[src/sv/cbs_pkg.sv]
// ----------------------------------------------------------------------------
// cbs_pkg
// Shared types, constants and weight table of the cubic B-spline smoother.
// ----------------------------------------------------------------------------
package cbs_pkg;

   // coordinate and point bookkeeping
   localparam int COORD_W   = 32;
   localparam int TAPS      = 4;
   localparam int WIN_DEPTH = 3;
   localparam logic [2:0] SEEN_FULL = 3'd4;

   // command queue
   localparam int QDEPTH = 2;
   localparam int QPTR_W = 1;
   localparam int QCNT_W = 2;

   // window indexes inside one command: two start windows, main, two end windows
   localparam logic [2:0] WIN_FIRST = 3'd0;
   localparam logic [2:0] WIN_MAIN  = 3'd2;
   localparam logic [2:0] WIN_LAST  = 3'd4;
   localparam logic [1:0] PHASE_LAST = 2'd3;

   // datapath widths
   localparam int PROD_W      = 40;   // 32-bit point times weight up to 256
   localparam int SUM_W       = 42;
   localparam int ROUND_SHIFT = 7;    // divide by 128 first, then by 3
   localparam int U_W         = 34;
   localparam int HI_W        = 16;
   localparam int LO_W        = 18;
   localparam int QHI_W       = 14;

   // rounding half (192) plus an offset of 3 * 2^38 that keeps the sum positive
   localparam logic [SUM_W-1:0] SUM_BIAS = 42'h0C0_0000_00C0;

   // reciprocals of 3: ceil(2^18 / 3) and ceil(2^22 / 3)
   localparam logic [16:0] RECIP_HI       = 17'd87382;
   localparam int          RECIP_HI_SHIFT = 18;
   localparam logic [20:0] RECIP_LO       = 21'd1398102;
   localparam int          RECIP_LO_SHIFT = 22;

   // removes the positive offset again
   localparam logic [COORD_W-1:0] SIGN_FLIP = 32'h8000_0000;

   // one command from the front: window plus new point
   typedef struct packed {
      logic [TAPS-1:0][COORD_W-1:0] px;
      logic [TAPS-1:0][COORD_W-1:0] py;
      logic                         first;
      logic                         last;
      logic                         err;
   } cmd_type;

   typedef struct packed {
      logic run_last;
      logic curve_done;
      logic too_short;
   } tag_type;

   // one curve sample issued by the sequencer
   typedef struct packed {
      logic                         valid;
      logic [1:0]                   phase;
      logic [TAPS-1:0][COORD_W-1:0] px;
      logic [TAPS-1:0][COORD_W-1:0] py;
      tag_type                      tag;
   } sample_type;

   // integer basis weights, scaled by 384, for t = 0, 1/4, 1/2, 3/4
   function automatic logic [8:0] bspline_weight(input logic [1:0] phase,
                                                 input logic [1:0] tap);
      logic [8:0] w;
      case ({phase, tap})
         4'b00_00: w = 9'd64;
         4'b00_01: w = 9'd256;
         4'b00_10: w = 9'd64;
         4'b00_11: w = 9'd0;
         4'b01_00: w = 9'd27;
         4'b01_01: w = 9'd235;
         4'b01_10: w = 9'd121;
         4'b01_11: w = 9'd1;
         4'b10_00: w = 9'd8;
         4'b10_01: w = 9'd184;
         4'b10_10: w = 9'd184;
         4'b10_11: w = 9'd8;
         4'b11_00: w = 9'd1;
         4'b11_01: w = 9'd121;
         4'b11_10: w = 9'd235;
         4'b11_11: w = 9'd27;
         default:  w = 9'd0;
      endcase
      return w;
   endfunction

endpackage

[src/sv/cbs_front.sv]
// ----------------------------------------------------------------------------
// cbs_front
// Takes control points, keeps the last three and counts the path length.
// Hands the queue one command per window-producing point or short path end.
// ----------------------------------------------------------------------------
module cbs_front import cbs_pkg::*; (
   input  logic                      clock,
   input  logic                      reset,
   input  logic                      req_valid,
   output logic                      req_stall,
   input  logic signed [COORD_W-1:0] req_point_x,
   input  logic signed [COORD_W-1:0] req_point_y,
   input  logic                      req_path_end,
   input  logic                      q_full,
   output logic                      q_push,
   output cmd_type                   q_cmd
);

   logic [2:0]         seen_ff, seen_in;
   logic [COORD_W-1:0] winx_ff [WIN_DEPTH];
   logic [COORD_W-1:0] winy_ff [WIN_DEPTH];
   logic               accept;
   logic               short_path;

   assign req_stall  = q_full;
   assign accept     = req_valid && !q_full;
   assign short_path = seen_ff < 3'(WIN_DEPTH);

   // command for the queue
   always_comb begin
      q_cmd.px    = {req_point_x, winx_ff[2], winx_ff[1], winx_ff[0]};
      q_cmd.py    = {req_point_y, winy_ff[2], winy_ff[1], winy_ff[0]};
      q_cmd.first = seen_ff == 3'(WIN_DEPTH);
      q_cmd.last  = req_path_end;
      q_cmd.err   = short_path;
      q_push      = accept && (!short_path || req_path_end);
   end

   // path length, saturating
   always_comb begin
      seen_in = seen_ff;
      if (accept) begin
         if (req_path_end) begin
            seen_in = 3'd0;
         end else if (short_path) begin
            seen_in = seen_ff + 3'd1;
         end else begin
            seen_in = SEEN_FULL;
         end
      end
   end

   always_ff @(posedge clock) begin
      if (reset) begin
         seen_ff <= 3'd0;
      end else begin
         seen_ff <= seen_in;
      end
   end

   // point window, oldest first
   always_ff @(posedge clock) begin
      if (accept) begin
         winx_ff[0] <= winx_ff[1];
         winx_ff[1] <= winx_ff[2];
         winx_ff[2] <= req_point_x;
         winy_ff[0] <= winy_ff[1];
         winy_ff[1] <= winy_ff[2];
         winy_ff[2] <= req_point_y;
      end
   end

   a_seen_range: assert property (@(posedge clock) disable iff (reset)
      seen_ff <= SEEN_FULL) else $error("point count out of range");

   a_push_room: assert property (@(posedge clock) disable iff (reset)
      q_push |-> !q_full) else $error("command pushed into full queue");

   a_err_end: assert property (@(posedge clock) disable iff (reset)
      (q_push && q_cmd.err) |-> q_cmd.last)
      else $error("short-path command without path end");

endmodule

[config.mk]
export PLATFORM = sky130hd
export DESIGN_NAME = cbs_front
export DESIGN_NICKNAME = d
export VERILOG_FILES = /design/src/sv/cbs_pkg.sv /design/src/sv/cbs_front.sv
export SDC_FILE = /design/constraint.sdc
export NUM_CORES = 1
export LEC_CHECK = 0
export BUFFER_PORTS_ARGS = -buffer_cell sky130_fd_sc_hd__clkbuf_2
export CAP_MARGIN = 20
export CORE_MARGIN = 2
export CORE_UTILIZATION = 41
export CTS_CLUSTER_DIAMETER = 30
export CTS_CLUSTER_SIZE = 14
export DETAILED_ROUTE_END_ITERATION = 12
export GPL_ROUTABILITY_DRIVEN = 0
export PLACE_DENSITY = 0.74
export SYNTH_ARGS = -nofsm -noshare
export SYNTH_HDL_FRONTEND = slang
export SYNTH_SLANG_ARGS = --single-unit
[constraint.sdc]
create_clock -name clock -period 6.5 [get_ports clock]
set_clock_uncertainty 0.1 [all_clocks]
set_input_delay 1.95 -clock clock [delete_from_list [all_inputs] [get_ports clock]]
set_output_delay 1.95 -clock clock [all_outputs]
set_load 0.05 [all_outputs]
==> impl_results.md <==
- Clock Root Buffer: clkbuf_16
- Global-route wire length before repair: roughly 18000 um
- Slew Viols, Final: 0
- Post-CTS Setup Bufs: 0
- Max_cap viols: 0
- Lkg Pwr: 3.53 nW
- Gate Count Post-Synth: 278
- Commonest cells after routing, fill and taps aside: clkbuf_2 (329), edfxtp_1 (192), clkbuf_16 (17)
- Post-CTS Resized: 0
- Arrival time at the worst endpoint: 2720 ps
- Largest family of logic cells by synthesized area: buffers and inverters
- Largest net degree at the start of global routing: about 180
- I/O pins: 330
- Area delta synth->final: 31.4%
- CTS Hold Bufs: 0
- DRT Pass-1 Iters: 4
- Mux cell area share after synthesis: 0%
- Post-synthesis register bit count: 195
- Worst-Skew Late Latency: 420 ps
- H-tree depth: 4
- Final nets: about 630
- Post-route minimum period: 4770 ps
- Vias in the first global route: 3305
- Antenna violations before repair: 0
- RSZ-0062 raised after global routing: false
- Commonest non-fill, non-tap cell in the layout: clkbuf_2
- Total routed wirelength: around 13000 um
- CP Capture Type: output pin
- Total GRT Usage: between 10% and 20%
- Share of layout cells above drive strength 1: between 60 and 70%
- DIE WIDTH: approximately 130 um
- Post-DR vias/cell: 4.39
- Final hold vios: 0
- CTS clk-pin slew, worst paths: 60 ps
- Period Utilization, post-route: 73.3%
- Grt ovf: 0
- Setup Crit Path Kind: input port to output pin
- Starting density of the core: 42.2%
- Cell Pwr Density: 341 nW/um2
- Worst-Margin Slew: around 950 ps
- FF-to-FF path depth: 4
- Yosys warns: 0
- DRT iter0 DRCs: 152
- DR WL/cell: 16.4 um
- Sum of negative setup slack: 0 ps
- Fmax: 210 MHz
- Seq/Total Area, Yosys: 90.5%
- HPWL Detailed: 9350 um
- IO buf count: 329
- # diodes: 0
- Core area: around 15000 um2
- Outcome: complete, no violations
- Row Count: 45
- Die Y: 129 um
- Adder-Cell Fraction of Synth Area: 0.389%
- Synth Area in Compound Gates: 0.603%
- Post-Synth XOR/XNOR Area: 0%
- HP Class: register to register
- Syn nets: about 350
- Hold Crit Depth: 0
- VDD IR max: 240 uV
- Syn Area/Cell: 23.2 um2
- Endpoints failing setup: 0
- # DRC: 0
- CP max FO: 4
- Clk buf depth: 2
- CP Launch Type: input port
- Sink Count: 195
- Area of the mapped netlist: 6440 um2
- WHS: 348 ps
- Vias: 3438
- Cell variety after synth: 13
- ANT nets after route: 0
- Worst EP required: 4450 ps
- Num CTS Buffers: 17
- CTS tree: yes
- Simple-gate share of the synthesized area: 0.583%
- Die area: 16700 um2
- Fin util: 55.4%
- Slew HR: 36.8%
## layer usage
| layer | up-vias | GRT usage (%) | part of all wire [%] |
|---|---|---|---|
| li1 | 1563 | - | - |
| met4 | 0 | 4.54 | 0.90 |
| met5 | - | 0 | 0 |
| met2 | 219 | 24.5 | 52 |
| met1 | 1647 | 16.3 | 37 |
| met3 | 9 | 7.27 | 11 |
## critical path: stages
cell and delay [ps]:
clkbuf_2 110, a211oi_1 320, nor2_1 90, clkbuf_2 250
## cell usage after synthesis, drive strengths merged
master,instances,area share (%)
dfxtp,3,0.93
a22o,1,0.14
inv,2,0.12
buf,67,7.8
a211oi,2,0.23
or4,1,0.12
nand2,2,0.12
nand2b,1,0.21
edfxtp,192,90
nor2,1,0.058
ha,2,0.39
nand3,1,0.078
a21oi,3,0.23
## per-stage QoR
stage                     instance area (um2)  worst slack (ps)  power, W  std cells
after global placement                   7870              1820   0.00187        752
final                                    8460              1730   0.00288        784
after floorplan                          6440              1050   0.00180        278
after CTS                                8460              1750   0.00292        784
after detailed placement                 7870              1760   0.00187        752
after global routing                     8460              1670   0.00298        784
## registers in the layout, summed over array words and instances, names as in the netlist
register,count
winx_ff,96
winy_ff,96
seen_ff,3
## final timing paths
path	startpoint	end	slack (ps)
setup / recovery	req_path_end	q_push	1730
hold / removal	winy_ff[0][72]	winy_ff[0][40]	350
setup reg to reg	seen_ff[0]	seen_ff[2]	5060
hold reg to reg	winy_ff[0][72]	winy_ff[0][40]	350
## report_power, final
part,internal [W],switching [W]
Clock,0.000605,0.000435
Combinational,0.0000606,0.000313
Sequential,0.00144,0.0000242
## logic make-up after synthesis
kind of cell	Yosys count
DFF	195
buffers and inverters	69
AOI/OAI and AO/OA	6
and+or+nand+nor	6
adders and majority gates	2
## layout make-up
type	instances	area, um2
clock buffer	19	433
clock inverter	13	155
fill	1205	6800
inverter	2	11.3
multi-input combinational	14	101
sequential	195	5830
tap	211	264
timing repair buffer	330	1670
No activity file was read; power rests on OpenSTA's default activity.
