File: src/sv/cbs_pkg.sv
// ----------------------------------------------------------------------------
// cbs_pkg
// Shared types, constants and weight table of the cubic B-spline smoother.
// ----------------------------------------------------------------------------
package cbs_pkg;

   // coordinate and point bookkeeping
   localparam int COORD_W   = 32;
   localparam int TAPS      = 4;
   localparam int WIN_DEPTH = 3;
   localparam logic [2:0] SEEN_FULL = 3'd4;

   // command queue
   localparam int QDEPTH = 2;
   localparam int QPTR_W = 1;
   localparam int QCNT_W = 2;

   // window indexes inside one command: two start windows, main, two end windows
   localparam logic [2:0] WIN_FIRST = 3'd0;
   localparam logic [2:0] WIN_MAIN  = 3'd2;
   localparam logic [2:0] WIN_LAST  = 3'd4;
   localparam logic [1:0] PHASE_LAST = 2'd3;

   // datapath widths
   localparam int PROD_W      = 40;   // 32-bit point times weight up to 256
   localparam int SUM_W       = 42;
   localparam int ROUND_SHIFT = 7;    // divide by 128 first, then by 3
   localparam int U_W         = 34;
   localparam int HI_W        = 16;
   localparam int LO_W        = 18;
   localparam int QHI_W       = 14;

   // rounding half (192) plus an offset of 3 * 2^38 that keeps the sum positive
   localparam logic [SUM_W-1:0] SUM_BIAS = 42'h0C0_0000_00C0;

   // reciprocals of 3: ceil(2^18 / 3) and ceil(2^22 / 3)
   localparam logic [16:0] RECIP_HI       = 17'd87382;
   localparam int          RECIP_HI_SHIFT = 18;
   localparam logic [20:0] RECIP_LO       = 21'd1398102;
   localparam int          RECIP_LO_SHIFT = 22;

   // removes the positive offset again
   localparam logic [COORD_W-1:0] SIGN_FLIP = 32'h8000_0000;

   // one command from the front: window plus new point
   typedef struct packed {
      logic [TAPS-1:0][COORD_W-1:0] px;
      logic [TAPS-1:0][COORD_W-1:0] py;
      logic                         first;
      logic                         last;
      logic                         err;
   } cmd_type;

   typedef struct packed {
      logic run_last;
      logic curve_done;
      logic too_short;
   } tag_type;

   // one curve sample issued by the sequencer
   typedef struct packed {
      logic                         valid;
      logic [1:0]                   phase;
      logic [TAPS-1:0][COORD_W-1:0] px;
      logic [TAPS-1:0][COORD_W-1:0] py;
      tag_type                      tag;
   } sample_type;

   // integer basis weights, scaled by 384, for t = 0, 1/4, 1/2, 3/4
   function automatic logic [8:0] bspline_weight(input logic [1:0] phase,
                                                 input logic [1:0] tap);
      logic [8:0] w;
      case ({phase, tap})
         4'b00_00: w = 9'd64;
         4'b00_01: w = 9'd256;
         4'b00_10: w = 9'd64;
         4'b00_11: w = 9'd0;
         4'b01_00: w = 9'd27;
         4'b01_01: w = 9'd235;
         4'b01_10: w = 9'd121;
         4'b01_11: w = 9'd1;
         4'b10_00: w = 9'd8;
         4'b10_01: w = 9'd184;
         4'b10_10: w = 9'd184;
         4'b10_11: w = 9'd8;
         4'b11_00: w = 9'd1;
         4'b11_01: w = 9'd121;
         4'b11_10: w = 9'd235;
         4'b11_11: w = 9'd27;
         default:  w = 9'd0;
      endcase
      return w;
   endfunction

endpackage

File: src/sv/cbs_seq.sv
// ----------------------------------------------------------------------------
// cbs_seq
// Expands a command into its windows: one curve sample a cycle unless stalled.
// The four-point window slides in place; end windows repeat the last point.
// ----------------------------------------------------------------------------
module cbs_seq import cbs_pkg::*; (
   input  logic       clock,
   input  logic       reset,
   input  logic       advance,
   input  logic       cmd_valid,
   input  cmd_type    cmd,
   output logic       cmd_pop,
   output sample_type smp
);

   logic                         busy_ff, busy_in;
   logic                         err_ff, err_in;
   logic                         last_ff, last_in;
   logic [2:0]                   k_ff, k_in;
   logic [1:0]                   j_ff, j_in;
   logic [TAPS-1:0][COORD_W-1:0] winx_ff, winx_in;
   logic [TAPS-1:0][COORD_W-1:0] winy_ff, winy_in;
   logic [COORD_W-1:0]           q2x_ff, q2x_in, q2y_ff, q2y_in;
   logic [COORD_W-1:0]           q3x_ff, q3x_in, q3y_ff, q3y_in;
   logic [2:0]                   k_end;
   logic                         finishing;
   logic                         load;

   assign k_end     = last_ff ? WIN_LAST : WIN_MAIN;
   assign finishing = busy_ff && (j_ff == PHASE_LAST) && (err_ff || k_ff == k_end);
   assign load      = advance && cmd_valid && (!busy_ff || finishing);
   assign cmd_pop   = load;

   // sample toward the evaluator
   always_comb begin
      smp.valid          = busy_ff;
      smp.phase          = j_ff;
      smp.px             = winx_ff;
      smp.py             = winy_ff;
      smp.tag.run_last   = finishing;
      smp.tag.curve_done = finishing && (last_ff || err_ff);
      smp.tag.too_short  = err_ff;
   end

   // window and sample sequencing
   always_comb begin
      busy_in = busy_ff;
      err_in  = err_ff;
      last_in = last_ff;
      k_in    = k_ff;
      j_in    = j_ff;
      winx_in = winx_ff;
      winy_in = winy_ff;
      q2x_in  = q2x_ff;
      q2y_in  = q2y_ff;
      q3x_in  = q3x_ff;
      q3y_in  = q3y_ff;
      if (load) begin
         busy_in = 1'b1;
         err_in  = cmd.err;
         last_in = cmd.last;
         j_in    = cmd.err ? PHASE_LAST : 2'd0;
         k_in    = cmd.first ? WIN_FIRST : WIN_MAIN;
         q2x_in  = cmd.px[2];
         q2y_in  = cmd.py[2];
         q3x_in  = cmd.px[3];
         q3y_in  = cmd.py[3];
         if (cmd.first) begin
            winx_in = {cmd.px[1], cmd.px[0], cmd.px[0], cmd.px[0]};
            winy_in = {cmd.py[1], cmd.py[0], cmd.py[0], cmd.py[0]};
         end else begin
            winx_in = cmd.px;
            winy_in = cmd.py;
         end
      end else if (advance && finishing) begin
         busy_in = 1'b0;
      end else if (advance && busy_ff) begin
         j_in = j_ff + 2'd1;
         if (j_ff == PHASE_LAST) begin
            k_in = k_ff + 3'd1;
            // after the first start window the next point is P2, otherwise Pn
            if (k_ff == WIN_FIRST) begin
               winx_in = {q2x_ff, winx_ff[3:1]};
               winy_in = {q2y_ff, winy_ff[3:1]};
            end else begin
               winx_in = {q3x_ff, winx_ff[3:1]};
               winy_in = {q3y_ff, winy_ff[3:1]};
            end
         end
      end
   end

   always_ff @(posedge clock) begin
      if (reset) begin
         busy_ff <= 1'b0;
         err_ff  <= 1'b0;
         last_ff <= 1'b0;
         k_ff    <= WIN_MAIN;
         j_ff    <= 2'd0;
      end else begin
         busy_ff <= busy_in;
         err_ff  <= err_in;
         last_ff <= last_in;
         k_ff    <= k_in;
         j_ff    <= j_in;
      end
   end

   always_ff @(posedge clock) begin
      winx_ff <= winx_in;
      winy_ff <= winy_in;
      q2x_ff  <= q2x_in;
      q2y_ff  <= q2y_in;
      q3x_ff  <= q3x_in;
      q3y_ff  <= q3y_in;
   end

   a_err_single: assert property (@(posedge clock) disable iff (reset)
      (busy_ff && err_ff) |-> j_ff == PHASE_LAST)
      else $error("short-path word not issued as a single sample");

   a_win_range: assert property (@(posedge clock) disable iff (reset)
      busy_ff |-> k_ff <= k_end) else $error("window index past end");

   a_hold: assert property (@(posedge clock) disable iff (reset)
      !advance |=> $stable(j_ff) && $stable(k_ff) && $stable(busy_ff))
      else $error("sequencer moved while stalled");

endmodule

File: config.mk
export PLATFORM = sky130hd
export DESIGN_NAME = cbs_seq
export DESIGN_NICKNAME = d
export VERILOG_FILES = /design/src/sv/cbs_pkg.sv /design/src/sv/cbs_seq.sv
export SDC_FILE = /design/constraint.sdc
export NUM_CORES = 1
export LEC_CHECK = 0
export BUFFER_PORTS_ARGS = -buffer_cell sky130_fd_sc_hd__buf_2
export CAP_MARGIN = 30
export CORE_MARGIN = 2
export CORE_UTILIZATION = 40
export CTS_CLUSTER_DIAMETER = 120
export DETAILED_ROUTE_END_ITERATION = 8
export HOLD_SLACK_MARGIN = 0.08
export PLACE_DENSITY = 0.6
export SETUP_SLACK_MARGIN = 0.2
export SLEW_MARGIN = 40
export SYNTH_ARGS = -nofsm -noshare
export SYNTH_HDL_FRONTEND = slang
export SYNTH_SLANG_ARGS = --single-unit
File: constraint.sdc
create_clock -name clock -period 16.23 [get_ports clock]
set_clock_uncertainty 0.15 [all_clocks]
set_input_delay 1.623 -clock clock [delete_from_list [all_inputs] [get_ports clock]]
set_output_delay 1.623 -clock clock [all_outputs]
set_load 0.01 [all_outputs]
==> flow_metrics.py <==
metrics = {
    "outcome": {
        "outcome": "completed",
    },
    "drt": {
        "drc_errors": 0,
        "drtIter0Drc": 834,
        "antenna_left": 0,
        "firstDrtPassIters": 4,
        "vias": 11602,
        "vias_per_cell": 4.89,
        "wl_um": 47500,
        "wl_per_cell_um": 20.0,
    },
    "final_layout": {
        "syn2layout_area_growth_pct": 24.6,
        "register_area_um2": 11700,
        "n_fill_cell": 3984,
        "mostFrequentLayoutCell": "buf_2",
        "final_cells": 2372,
        "multi_input_comb_area_um2": 5340,
        "drive_gt1_share_pct": 35.8,
        "fin_nets": 2007,
        "mostFrequentLayoutCells": "524 x buf_2, 384 x edfxtp_1, 192 x mux2i_1",
        "design_area_um2": 22400,
    },
    "run": {
        "max-cap-violations": 0,
    },
    "worst_setup_path": {
        "crit_slowest_cell": "nor2_4",
        "path_class": "in2out",
        "ff2ff_setup_slack_ns": 12.34,
        "crit_path_start_kind": "input pin",
        "ff2ff_path_depth": 7,
        "r2r_start": "k_ff[2]",
        "cp_max_fo": 14,
        "cp.arrival_ns": 2.79,
        "cp-end-kind": "output port",
        "cp_common_cell": "buf_2",
        "critPathMaxStageDelay_ns": 0.43,
        "cp-startpoint": "advance",
        "cp.required_ns": 14.46,
        "crit_chain": "buf_2, nand3_1, nor2_4, buf_2",
    },
    "placement": {
        "dp_cells": 2286,
        "place.gp.congestion": 0.863,
        "io_buffers": 525,
        "hpwl_um": 33500,
        "placed_area_um2": 21100,
    },
    "cts": {
        "tritoncts": "built",
        "clk_pin_slew_ns": 0.06,
        "insertion_delay_ns": 0.56,
        "ctsHtreeMaxLevel": 2,
        "cts_resized": 0,
        "cts_setup_buffers": 0,
        "root_buffer": "clkbuf_16",
        "cts_buffer_depth": 3,
        "clkSinkCount": 392,
        "postCtsHoldBufs": 0,
        "cts_made_buffers": 44,
    },
    "timing": {
        "fin_tns_setup_ns": 0,
        "finalCritPeriodShare_pct": 28.1,
        "slew_viol_final": 0,
        "min_period_ns": 4.56,
        "timing.slew.headroom_pct": 48.1,
        "worst_pin_slew_ns": 0.778,
        "setup_viol": 0,
        "rsz0062_at_grt": "no",
        "fmax_ghz": 0.219,
        "finalHoldViolations": 0,
    },
    "yosys": {
        "syn_nets": 1488,
        "ys.flop_type": "edfxtp_1",
        "ys_seq_area_share_pct": 65.0,
        "yosys.area_share.simple_pct": 2.44,
        "synth_cell_type_count": 38,
        "muxShareOfSynthArea_pct": 22.7,
        "synth_top_family_by_area": "multiplexers",
        "async_reset_ff_share_pct": 0,
        "ys_ff_latch": 392,
        "synth_area_per_cell_um2": 14.7,
        "yosysWarningCount": 0,
        "synth_edf_count": 384,
        "syn_inst": 1222,
        "synthXorXnorAreaFrac_pct": 0,
        "synth_compound_area_share_pct": 4.22,
        "synth_area_um2": 18000,
        "synthAdderAreaFrac_pct": 0.209,
    },
    "grt": {
        "use_met2_pct": 32.0,
        "grt_use_total_pct": 19.7,
        "grt_busiest_layer": "met2",
        "grt_pass1_vias": 11770,
        "met3_usage_pct": 4.54,
        "met1_usage_pct": 25.9,
        "gr-total-overflow": 0,
        "grt_pass1_wl_um": 70800,
        "grt_max_degree": 116,
        "antenna_found_initial": 12,
    },
    "hold_path": {
        "hold_class": "reg2reg",
        "min_from": "err_ff",
        "hold_path_depth": 2,
    },
    "floorplanning": {
        "ios": 526,
        "fp.dieH_um": 216,
        "core_um2": 44300,
        "die_x_um": 216,
        "start_util_pct": 40.6,
        "rows": 77,
        "die-area_um2": 46700,
    },
    "power": {
        "power_leakage_nw": 9.06,
        "vdd_drop_max_v": 0.0000705,
        "powerDensity_nw_per_um2": 106,
        "finalPower_w": 0.00238,
    },
}
## state kept, by name, indices dropped and copies added, names as in the netlist
register	cells
err_ff	1
busy_ff	1
smp	256
q3x_ff	32
j_ff	2
q2x_ff	32
q3y_ff	32
q2y_ff	32
k_ff	3
last_ff	1
## cell families after synthesis
family / after synthesis
compound gates: 147
mux: 384
flops: 392
simple gates: 96
fa+ha+maj: 3
buf+inv: 200
## cell usage after synthesis, types with 2 or more instances
library cell | n | area share (%)
nor2_1 | 3 | 0.063
nand2_1 | 69 | 1.4
or3_1 | 2 | 0.070
mux2i_1 | 192 | 11
nand3_1 | 5 | 0.14
dfxtp_1 | 8 | 0.89
mux2_2 | 38 | 2.4
o21ai_0 | 134 | 3.7
a41oi_1 | 2 | 0.097
clkbuf_1 | 35 | 0.73
nor3b_1 | 2 | 0.083
edfxtp_1 | 384 | 64
a31oi_1 | 3 | 0.10
buf_4 | 8 | 0.33
mux2_1 | 154 | 9.6
buf_6 | 10 | 0.63
nor2b_1 | 3 | 0.10
nor4_1 | 2 | 0.070
inv_1 | 132 | 2.8
buf_2 | 4 | 0.11
ha_1 | 3 | 0.21
buf_8 | 10 | 0.83
a21oi_1 | 4 | 0.11
## report_power, final
part	leakage (nW)	total, W	internal (W)	switching [W]
Combinational	4.80	0.000258	0.000111	0.000148
Clock	0.619	0.000920	0.000526	0.000394
Sequential	3.64	0.00120	0.00118	0.0000206
Total	9.06	0.00238	0.00182	0.000562
## worst paths after layout
check,end
max,cmd_pop
min,err_ff
max reg2reg,smp[24]
min reg2reg,err_ff
## critical path: cells and delay by family
kind / cells / cell delay [ns]
buf+inv: 2 / 0.49
simple gates: 2 / 0.66
## per-stage QoR
stage          worst slack, ns  hold slack, ns  utilization [%]
2_1_floorplan             2.13           0.311                -
3_3_place_gp             11.10           0.358             47.4
3_5_place_dp             11.41           0.346             47.6
4_1_cts                  11.65           0.362             50.5
5_1_grt                  11.57           0.407             50.6
6_report                 11.67           0.363             50.6
## layer usage
metal	part of all wire (%)	vias to the layer above
met4	2.6	8
met3	5.8	80
met2	49	334
met5	0.11	-
li1	-	5543
met1	43	5637
## cell type report
class                      count  area share, %
inverter                     132           2.21
timing repair buffer         541           12.7
tap                          592           3.30
sequential                   392           52.2
clock buffer                  65           5.36
multi-input combinational    630           23.8
clock inverter                11          0.374
antenna                        9          0.100
Power figures use the tool's default switching activity.
