`src/sv/cbs_pkg.sv`:
```
// ----------------------------------------------------------------------------
// cbs_pkg
// Shared types, constants and weight table of the cubic B-spline smoother.
// ----------------------------------------------------------------------------
package cbs_pkg;

   // coordinate and point bookkeeping
   localparam int COORD_W   = 32;
   localparam int TAPS      = 4;
   localparam int WIN_DEPTH = 3;
   localparam logic [2:0] SEEN_FULL = 3'd4;

   // command queue
   localparam int QDEPTH = 2;
   localparam int QPTR_W = 1;
   localparam int QCNT_W = 2;

   // window indexes inside one command: two start windows, main, two end windows
   localparam logic [2:0] WIN_FIRST = 3'd0;
   localparam logic [2:0] WIN_MAIN  = 3'd2;
   localparam logic [2:0] WIN_LAST  = 3'd4;
   localparam logic [1:0] PHASE_LAST = 2'd3;

   // datapath widths
   localparam int PROD_W      = 40;   // 32-bit point times weight up to 256
   localparam int SUM_W       = 42;
   localparam int ROUND_SHIFT = 7;    // divide by 128 first, then by 3
   localparam int U_W         = 34;
   localparam int HI_W        = 16;
   localparam int LO_W        = 18;
   localparam int QHI_W       = 14;

   // rounding half (192) plus an offset of 3 * 2^38 that keeps the sum positive
   localparam logic [SUM_W-1:0] SUM_BIAS = 42'h0C0_0000_00C0;

   // reciprocals of 3: ceil(2^18 / 3) and ceil(2^22 / 3)
   localparam logic [16:0] RECIP_HI       = 17'd87382;
   localparam int          RECIP_HI_SHIFT = 18;
   localparam logic [20:0] RECIP_LO       = 21'd1398102;
   localparam int          RECIP_LO_SHIFT = 22;

   // removes the positive offset again
   localparam logic [COORD_W-1:0] SIGN_FLIP = 32'h8000_0000;

   // one command from the front: window plus new point
   typedef struct packed {
      logic [TAPS-1:0][COORD_W-1:0] px;
      logic [TAPS-1:0][COORD_W-1:0] py;
      logic                         first;
      logic                         last;
      logic                         err;
   } cmd_type;

   typedef struct packed {
      logic run_last;
      logic curve_done;
      logic too_short;
   } tag_type;

   // one curve sample issued by the sequencer
   typedef struct packed {
      logic                         valid;
      logic [1:0]                   phase;
      logic [TAPS-1:0][COORD_W-1:0] px;
      logic [TAPS-1:0][COORD_W-1:0] py;
      tag_type                      tag;
   } sample_type;

   // integer basis weights, scaled by 384, for t = 0, 1/4, 1/2, 3/4
   function automatic logic [8:0] bspline_weight(input logic [1:0] phase,
                                                 input logic [1:0] tap);
      logic [8:0] w;
      case ({phase, tap})
         4'b00_00: w = 9'd64;
         4'b00_01: w = 9'd256;
         4'b00_10: w = 9'd64;
         4'b00_11: w = 9'd0;
         4'b01_00: w = 9'd27;
         4'b01_01: w = 9'd235;
         4'b01_10: w = 9'd121;
         4'b01_11: w = 9'd1;
         4'b10_00: w = 9'd8;
         4'b10_01: w = 9'd184;
         4'b10_10: w = 9'd184;
         4'b10_11: w = 9'd8;
         4'b11_00: w = 9'd1;
         4'b11_01: w = 9'd121;
         4'b11_10: w = 9'd235;
         4'b11_11: w = 9'd27;
         default:  w = 9'd0;
      endcase
      return w;
   endfunction

endpackage

```
`src/sv/cbs_queue.sv`:
```
// ----------------------------------------------------------------------------
// cbs_queue
// Two-entry command queue between the front and the sequencer.
// ----------------------------------------------------------------------------
module cbs_queue import cbs_pkg::*; (
   input  logic    clock,
   input  logic    reset,
   input  logic    push,
   input  cmd_type push_cmd,
   output logic    full,
   input  logic    pop,
   output logic    head_valid,
   output cmd_type head_cmd
);

   cmd_type             mem_ff [QDEPTH];
   logic [QPTR_W-1:0]   wr_ptr_ff, wr_ptr_in;
   logic [QPTR_W-1:0]   rd_ptr_ff, rd_ptr_in;
   logic [QCNT_W-1:0]   count_ff, count_in;

   assign full       = count_ff == QCNT_W'(QDEPTH);
   assign head_valid = count_ff != '0;
   assign head_cmd   = mem_ff[rd_ptr_ff];

   // pointers and fill count
   always_comb begin
      wr_ptr_in = push ? wr_ptr_ff + 1'b1 : wr_ptr_ff;
      rd_ptr_in = pop  ? rd_ptr_ff + 1'b1 : rd_ptr_ff;
      count_in  = count_ff;
      if (push && !pop) begin
         count_in = count_ff + 1'b1;
      end else if (pop && !push) begin
         count_in = count_ff - 1'b1;
      end
   end

   always_ff @(posedge clock) begin
      if (reset) begin
         wr_ptr_ff <= '0;
         rd_ptr_ff <= '0;
         count_ff  <= '0;
      end else begin
         wr_ptr_ff <= wr_ptr_in;
         rd_ptr_ff <= rd_ptr_in;
         count_ff  <= count_in;
      end
   end

   // storage
   always_ff @(posedge clock) begin
      if (push) begin
         mem_ff[wr_ptr_ff] <= push_cmd;
      end
   end

   a_no_underflow: assert property (@(posedge clock) disable iff (reset)
      pop |-> head_valid) else $error("pop from empty queue");

   a_count_range: assert property (@(posedge clock) disable iff (reset)
      count_ff <= QCNT_W'(QDEPTH)) else $error("queue count out of range");

   a_ptr_track: assert property (@(posedge clock) disable iff (reset)
      (count_ff == '0 || full) |-> wr_ptr_ff == rd_ptr_ff)
      else $error("queue pointers disagree with count");

endmodule

```
`config.mk`:
```
export PLATFORM = sky130hd
export DESIGN_NAME = cbs_queue
export DESIGN_NICKNAME = d
export VERILOG_FILES = /design/src/sv/cbs_pkg.sv /design/src/sv/cbs_queue.sv
export SDC_FILE = /design/constraint.sdc
export NUM_CORES = 1
export LEC_CHECK = 0
export BUFFER_PORTS_ARGS = -buffer_cell sky130_fd_sc_hd__buf_2
export CAP_MARGIN = 10
export CORE_MARGIN = 2
export CORE_UTILIZATION = 45
export CTS_CLUSTER_SIZE = 10
export DETAILED_ROUTE_END_ITERATION = 16
export HOLD_SLACK_MARGIN = 0.05
export PLACE_DENSITY = 0.73
export SYNTH_ARGS = -nofsm -noshare
export SYNTH_HDL_FRONTEND = slang
export SYNTH_SLANG_ARGS = --single-unit
```
`constraint.sdc`:
```
create_clock -name clock -period 14.4 [get_ports clock]
set_clock_uncertainty 0.15 [all_clocks]
set_input_delay 2.88 -clock clock [delete_from_list [all_inputs] [get_ports clock]]
set_output_delay 2.88 -clock clock [all_outputs]
set_load 0.1 [all_outputs]
```
==> results of run 1 <==
==> flip-flops by register name, summed over array words and instances (netlist names), named ones only <==
register,flops
mem_ff,518
count_ff,2
rd_ptr_ff,1
wr_ptr_ff,1
==> logic make-up (layout without fill, tap and decap cells) <==
group           count (synthesis)  in the layout  synth area share [%]
simple gates                    9              9                 0.235
fa+ha+maj                       1              1                0.0634
buf+inv                        30            614                  1.55
flops                         523            523                  79.3
xor+xnor                        4              4                 0.178
compound gates                  2              2                0.0507
mux                           259            259                  18.6
other cells                     0             12                     0
==> final timing paths <==
kind / slack (ps) / start / endpoint / depth (start not counted)
hold reg to reg: 370 / count_ff[1] / count_ff[1] / 2
setup reg to reg: 10940 / wr_ptr_ff / mem_ff[1][174] / 3
setup / recovery: 7100 / register / head_cmd[169] / 4
hold / removal: 370 / count_ff[1] / count_ff[1] / 2
==> area by class of cell <==
type	instances	area, µm²
fill	3313	18600
sequential	523	15700
multi-input combinational	275	3780
timing repair buffer	534	2700
clock buffer	74	1580
tap	585	732
clock inverter	5	48.8
antenna	12	30.0
inverter	1	3.75
==> power breakdown <==
group          internal [µW]  switching (µW)
clock                    768             523
combinational            201             756
sequential              1780            31.5
==> through the flow <==
stage | setup slack, ps | utilization [%] | total power (µW)
floorplan | 4190 | - | 2670
global placement | 7700 | 53.0 | 2800
detailed placement | 7640 | 53.0 | 2810
CTS | 6980 | 56.8 | 4100
global route | 6830 | 56.8 | 4190
finish | 7100 | 56.8 | 4060
==> critical path: cells and delay by family (launching register included) <==
kind / cells / cell delay [ps]
DFF: 1 / 1020
buffers and inverters: 3 / 2270
muxes: 1 / 310
==> routing by layer <==
layer  GRT usage [%]  up-vias  share of wire, %  routed length (µm)
li1                -     4427                 -                   -
met2            27.9      399                49               19700
met1            19.9     4763                38               15300
met3            6.56       81                10                4010
met5               0        -              0.19                  75
met4            6.97       10               2.7                1100
==> placed cells by master, fill, tap and decap left out, types with 2 or more instances in the layout <==
master,n
buf_2,523
buf_4,11
clkbuf_1,13
clkbuf_16,61
clkinv_2,3
dfxtp_1,4
diode_2,12
edfxtp_1,518
mux2_2,58
mux2_4,201
nor2_1,4
xnor2_1,2
xor2_1,2
==> results.txt, run 1 <==
Crit path capture type = output port
Post-synthesis cell area = 0.0197 mm²
Max-cap violations = 0
Rows = 76
Placed Cells incl. Taps = 1918
FF+latch count, synth = 523
Fmax = 137 MHz
Core area = 0.0432 mm²
Fraction of registers with async set or reset after synthesis = 0%
CTS Buffer Depth = 3
Tightest hold margin = 365 ps
Pwr dens = 166 mW/mm²
Transition time of the tightest slew-check pin = 1060 ps
Sequence of cells on the critical path = buf_4, buf_4, mux2_4, buf_2
Setup bufs post-CTS = 0
Number of enable-type register cells in the synthesized netlist = 518
WL/cell = 20.0 µm
Longest individual stage delay on the worst path = 1020 ps
Leading cell types by count after synthesis = edfxtp_1 (518), mux2_4 (201), mux2_2 (58)
Initial antenna violation count = 14
Die ar. = 0.0455 mm²
GPL Wtd Cong = 0.768
Count of endpoints failing setup in the final report = 0
Total of cells resized after clock tree synthesis = 0
Synth warnings = 0
Number of top-level design ports = 524
Path type of the worst min-delay path = reg2reg
Critical path data required time = 11370 ps
Global-route congestion overflow total = 0
Post-Route WL = 40200 µm
Cells taking the most area after synthesis = edfxtp_1 (79%), mux2_4 (15%), mux2_2 (3.3%)
Largest fanout on the critical path = 72
Initial Utilization = 45.7%
Number of design-rule violations left by the first detailed-router iteration = 630
Kind of start point of the critical path = register
Final Cycle Share = 50.7%
Area added between synthesis and finish = 24.3%
Non-filler cells in the finished layout = 2009
Length of the first detailed-routing pass in iterations = 6
Largest net degree at the start of global routing = 77
Number of nets in the synthesized netlist = 1092
Antenna-violating nets left = 0
Vias in the first global route = 9999
Horizontal die dimension = 213 µm
Cell with the most instances after synthesis = edfxtp_1
Post-detailed-placement half-perimeter wirelength = 28000 µm
TritonCTS clock tree = built
Share of synthesized area occupied by flip-flops and latches = 79.3%
CP Class = reg2out
Root Driver = clkbuf_16
Clock transition at path regs = 50 ps
Total global routing track utilization = 16.9%
Vias = 9680
Final worst path period need = 7300 ps
First-pass GRT wire length = 57700 µm
CP arrival = 4270 ps
Remaining max-slew budget at the tightest pin = 29.2%
Clk sink count = 523
Top cell by count, worst path = buf_4
Critical Path Slowest Stage Cell = dfxtp_4
Area leader, netlist = edfxtp_1
Instance area after placement = 0.0229 mm²
Cts hold-fix bufs = 0
Total number of nets in the final design = 1658
Netlist cell types = 17
Avg Synthesized Cell Area = 23.8 µm²
H-tree lvl count = 2
Final cell area excluding filler cells = 0.0245 mm²
Proportion of netlist area held by the largest area contributor = 78.8%
Highest ir drop seen on vdd = 0.132 mV
Status = complete, no violations
Leakage power of the design = 0.00959 µW
Fraction of final layout cells with drive strength greater than 1 = 61.0%
Predominant post-synthesis flop cell = edfxtp_1
TritonCTS Buffers = 59
Final total negative setup slack = 0 ps
Buffers added on ports = 523
Die outline height = 213 µm
Unrepaired setup endpoints after global routing = no
Fin. Hold Viols = 0
Vias per Instance = 4.82
DRC violations left = 0
Clock latency on the worst-skew pair = 590 ps
Synthesized instance count = 828
Max-slew violation total from the final report = 0
No activity file was read; power rests on OpenSTA's default activity.
==> inputs of run 2 (changes only) <==
- PLACE_DENSITY: 0.73 -> 0.7
- clock period: 14.4 -> 7.25 ns (I/O delays scaled with it)
==> results.txt, run 2 (synthesis gave the netlist of run 1 again) <==
Most flops, register = mem_ff
Initial Utilization = 45.7%
Number of design-rule violations left by the first detailed-router iteration = 572
Remaining max-slew budget at the tightest pin = 30.2%
Final worst path period need = 4310 ps
Vias in the first global route = 10100
Path type of the worst min-delay path = reg2reg
CP arrival = 2710 ps
Most common cell after layout, fill and taps aside = buf_2
Rows = 76
Horizontal die dimension = 213 µm
Sequence of cells on the critical path = buf_12, mux2_4, buf_2
Biggest registers after layout = mem_ff x518, count_ff x2
Placed Cells incl. Taps = 1914
Number of top-level design ports = 524
Antenna-violating nets left = 0
Transition time of the tightest slew-check pin = 1050 ps
Proportion of power drawn by the clock network = 31.8%
Pwr dens = 329 mW/mm²
Post-detailed-placement half-perimeter wirelength = 26900 µm
Worst R2R Setup Slack = 4640 ps
DRC violations left = 0
Count of endpoints failing setup in the final report = 0
Status = complete, no violations
Instance area after placement = 0.0229 mm²
Max-cap violations = 0
Power dissipated by switching net loads = 2610 µW
TritonCTS Buffers = 59
Longest individual stage delay on the worst path = 590 ps
Last element of the critical path = head_cmd[217]
Largest fanout on the critical path = 133
Cts hold-fix bufs = 0
H-tree lvl count = 2
Die outline height = 213 µm
Total number of nets in the final design = 1654
Kind of start point of the critical path = register
Crit path capture type = output port
TritonCTS clock tree = built
Clock latency on the worst-skew pair = 580 ps
Initial antenna violation count = 14
Fmax = 232 MHz
Worst Hold Launch = count_ff[1]
GPL Wtd Cong = 0.787
Length of the first detailed-routing pass in iterations = 6
Total global routing track utilization = 16.7%
Highest ir drop seen on vdd = 0.282 mV
Non-filler cells in the finished layout = 1997
Vias per Instance = 4.83
Total of cells resized after clock tree synthesis = 0
CP Class = reg2out
Clk sink count = 523
Filler Cells Inserted = 3341
Max reg flops = 518
Core area = 0.0432 mm²
Most frequent cells in the layout = buf_2 (523), edfxtp_1 (518), mux2_4 (201)
WL/cell = 20.0 µm
Post-Route WL = 40000 µm
Fraction of final layout cells with drive strength greater than 1 = 60.8%
Die ar. = 0.0455 mm²
Critical path data required time = 5650 ps
Delay-heaviest family, CP = buffers and inverters
Final Cycle Share = 59.5%
Final total negative setup slack = 0 ps
Final cell area excluding filler cells = 0.0245 mm²
Global-route congestion overflow total = 0
Buffers & Inverters on Critical Path = 2
Setup bufs post-CTS = 0
Worst reg-to-reg path cell count = 2
Launching point of the worst reg2reg path = wr_ptr_ff
Crit. path cell count = 3
R2R Path End = mem_ff[1][111]
Internal power consumption = 5470 µW
Buffers added on ports = 523
Unrepaired setup endpoints after global routing = no
Clock transition at path regs = 60 ps
Vias = 9653
Max-slew violation total from the final report = 0
Area added between synthesis and finish = 24.3%
Fraction of power spent switching nets = 32.3%
Critical Path Slowest Stage Cell = buf_12
Comb power frac = 23.8%
Fin. Hold Viols = 0
CTS Buffer Depth = 3
First-pass GRT wire length = 57000 µm
Largest net degree at the start of global routing = 135
Leakage power of the design = 0.00958 µW
Share of total power in sequential cells = 44.4%
Root Driver = clkbuf_16
run 2: area by class of cell:
class / count / area [µm²] / area share [%]
Antenna cell: 4 / 10.0 / 0.0408
Clock buffer: 74 / 1580 / 6.42
Multi-Input combinational cell: 275 / 3780 / 15.4
Tap cell: 585 / 732 / 2.98
Inverter: 1 / 3.75 / 0.0153
Timing Repair Buffer: 530 / 2720 / 11.1
Sequential cell: 523 / 15700 / 63.8
Clock inverter: 5 / 46.3 / 0.189
run 2: how the worst min path moves through the flow:
stage | slack (ps) | cells past startpoint | endpoint
2_1_floorplan | 310 | 2 | count_ff[1]
3_3_place_gp | 320 | 2 | count_ff[1]
3_5_place_dp | 350 | 2 | count_ff[1]
4_1_cts | 370 | 2 | count_ff[1]
5_1_grt | 430 | 2 | count_ff[1]
6_report | 380 | 2 | count_ff[1]
run 2: layer usage:
layer,track usage [%],wire (µm),up-vias
met1,19.1,15100,4763
met5,0,116,-
met3,6.47,3830,79
li1,-,-,4422
met4,6.35,907,20
met2,28.5,20000,369
run 2: stage by stage:
stage | utilization (%) | setup slack (ps) | power, µW | hold WS (ps)
final | 56.8 | 2940 | 8080 | 378
after floorplan | - | 1340 | 5290 | 306
after detailed placement | 53.0 | 3420 | 5580 | 353
after global placement | 53.0 | 3410 | 5560 | 322
after CTS | 56.8 | 2910 | 8160 | 365
after global routing | 56.8 | 2830 | 8340 | 430
run 2: worst min-delay path, cell delays in order, from the launching register on:
cell and delay [ps]:
dfxtp_1 330, o21ai_0 80, a21oi_1 70
run 2: power by group through the flow:
| stage | clock (µW) | sequential [µW] | combinational (µW) |
|---|---|---|---|
| finish | 2570 | 3580 | 1920 |
| CTS | 2640 | 3590 | 1940 |
| global placement | 0 | 3640 | 1930 |
| detailed placement | 0 | 3650 | 1940 |
| global route | 2750 | 3600 | 1980 |
| floorplan | 0 | 3650 | 1640 |
==> inputs of run 3 (changes only) <==
- ABC_AREA: default -> 1
- clock period: 7.25 -> 4 ns (I/O delays scaled with it)
==> results.txt, run 3 <==
Biggest registers after layout = mem_ff x518, count_ff x2
H-tree lvl count = 2
Filler Cells Inserted = 3330
Non-filler cells in the finished layout = 2030
Longest individual stage delay on the worst path = 490 ps
Final cell area excluding filler cells = 0.0247 mm²
Number of nets in the synthesized netlist = 1103
Fraction of final layout cells with drive strength greater than 1 = 60.9%
Placed Cells incl. Taps = 1944
Proportion of power drawn by the clock network = 31.6%
CP Class = reg2out
Leading cell types by count after synthesis = edfxtp_1 (518), mux2_4 (202), mux2_2 (57)
Initial Utilization = 45.8%
Total number of nets in the final design = 1683
WL/cell = 20.9 µm
GPL Wtd Cong = 0.753
Pwr dens = 576 mW/mm²
Leakage power of the design = 0.00969 µW
Initial antenna violation count = 19
Remaining max-slew budget at the tightest pin = 40.9%
Clk sink count = 523
Fraction of power spent switching nets = 31.9%
Max-slew violation total from the final report = 0
FF+latch count, synth = 523
Unrepaired setup endpoints after global routing = no
Root Driver = clkbuf_16
Rows = 76
Die outline height = 214 µm
Critical path data required time = 3050 ps
Cells taking the most area after synthesis = edfxtp_1 (79%), mux2_4 (15%), mux2_2 (3.2%)
Comb power frac = 23.2%
Predominant post-synthesis flop cell = edfxtp_1
Post-synthesis cell area = 0.0198 mm²
TritonCTS clock tree = built
DRC violations left = 0
Max reg flops = 518
Status = complete, no violations
Die ar. = 0.0456 mm²
Horizontal die dimension = 214 µm
Avg Synthesized Cell Area = 23.5 µm²
Synth warnings = 0
Largest net degree at the start of global routing = 127
Post-detailed-placement half-perimeter wirelength = 30000 µm
Synthesized instance count = 839
Core area = 0.0432 mm²
Internal power consumption = 9690 µW
Clock latency on the worst-skew pair = 590 ps
Most common cell after layout, fill and taps aside = buf_2
Antenna-violating nets left = 0
Fin. Hold Viols = 0
Max-cap violations = 0
CTS Buffer Depth = 3
Number of enable-type register cells in the synthesized netlist = 518
Sequence of cells on the critical path = buf_12, mux2_4, buf_2
Cts hold-fix bufs = 0
Highest ir drop seen on vdd = 0.439 mV
WL met2 = 21200 µm
Count of endpoints failing setup in the final report = 0
Most frequent cells in the layout = buf_2 (523), edfxtp_1 (518), mux2_4 (202)
CP arrival = 2360 ps
Fraction of registers with async set or reset after synthesis = 0%
Path type of the worst min-delay path = in2reg
Vias = 9902
Final total negative setup slack = 0 ps
Instance area after placement = 0.0231 mm²
Final worst path period need = 3310 ps
First-pass GRT wire length = 60000 µm
Transition time of the tightest slew-check pin = 887 ps
Crit path capture type = output port
Global-route congestion overflow total = 0
Power dissipated by switching net loads = 4550 µW
Kind of start point of the critical path = register
Fmax = 302 MHz
Top Metal Used = met5
TritonCTS Buffers = 58
Number of design-rule violations left by the first detailed-router iteration = 584
Post-Route WL = 42400 µm
Setup slack after placement = 1300 ps
Vias per Instance = 4.88
Share of total power in sequential cells = 45.2%
Total global routing track utilization = 17.8%
Netlist cell types = 16
Share of synthesized area occupied by flip-flops and latches = 79.2%
Area leader, netlist = edfxtp_1
Clock transition at path regs = 60 ps
Wl on met1 = 15500 µm
Cell with the most instances after synthesis = edfxtp_1
Proportion of netlist area held by the largest area contributor = 78.7%
Total of cells resized after clock tree synthesis = 0
Final Cycle Share = 82.9%
Most flops, register = mem_ff
Length of the first detailed-routing pass in iterations = 4
Area added between synthesis and finish = 25.1%
Buffers added on ports = 523
Worst setup slack after layout = 686 ps
Met3 routed WL = 4540 µm
Largest fanout on the critical path = 72
Setup bufs post-CTS = 0
Number of top-level design ports = 524
Critical Path Slowest Stage Cell = dfxtp_4
Vias in the first global route = 10100
run 3: per-stage QoR:
| stage | utilization [%] | power, µW | hold WS (ps) |
|---|---|---|---|
| floorplan | - | 9350 | 330 |
| global placement | 53.6 | 9830 | 349 |
| detailed placement | 53.6 | 9870 | 382 |
| CTS | 57.2 | 14400 | 199 |
| global route | 57.2 | 14700 | 215 |
| finish | 57.2 | 14200 | 244 |
run 3: power groups by stage:
stage / Combinational (µW) / Sequential [µW] / Clock, µW
floorplan: 2800 / 6550 / 0
finish: 3300 / 6440 / 4500
global placement: 3300 / 6530 / 0
global route: 3400 / 6460 / 4820
detailed placement: 3320 / 6550 / 0
CTS: 3330 / 6440 / 4630
run 3: layout make-up:
type                       instances  area (µm²)  area share (%)
clock buffer                      73        1530            6.19
antenna                           11        27.5           0.111
multi-input combinational        278        3790            15.3
clock inverter                     2        12.5          0.0506
tap                              585         732            2.96
sequential                       523       15700            63.4
timing repair buffer             549        2910            11.8
inverter                           9        50.0           0.203
run 3: worst max-delay path: cells and delay by family (launching register included):
kind / cells / cell delay, ps
buffers and inverters: 2 / 810
DFF: 1 / 490
muxes: 1 / 290
run 3: cells by family after synthesis:
family                   synth area share (%)
AND/OR/NAND/NOR                         0.310
AO/OA/AOI/OAI                          0.0506
XOR/XNOR                               0.0443
buffers and inverters                    1.70
multiplexers                             18.6
flip-flops                               79.2
adder cells (fa/ha/maj)                0.0633
run 3: path summary, 6_finish.rpt:
| check | start | slack, ps | endpoint | cells past startpoint |
|---|---|---|---|---|
| worst max-delay path | register | 690 | head_cmd[127] | 3 |
| worst max register to register | wr_ptr_ff | 1960 | mem_ff[1][231] | 3 |
| worst min register to register | rd_ptr_ff | 390 | rd_ptr_ff | 2 |
| worst min-delay path | push_cmd[240] | 240 | mem_ff[0][240] | 1 |
run 3: metal layers:
layer / global-route usage (%) / vias to the layer above
met5: 0 / -
met2: 30.0 / 398
met4: 6.99 / 18
met3: 7.54 / 94
met1: 20.1 / 4909
li1: - / 4483
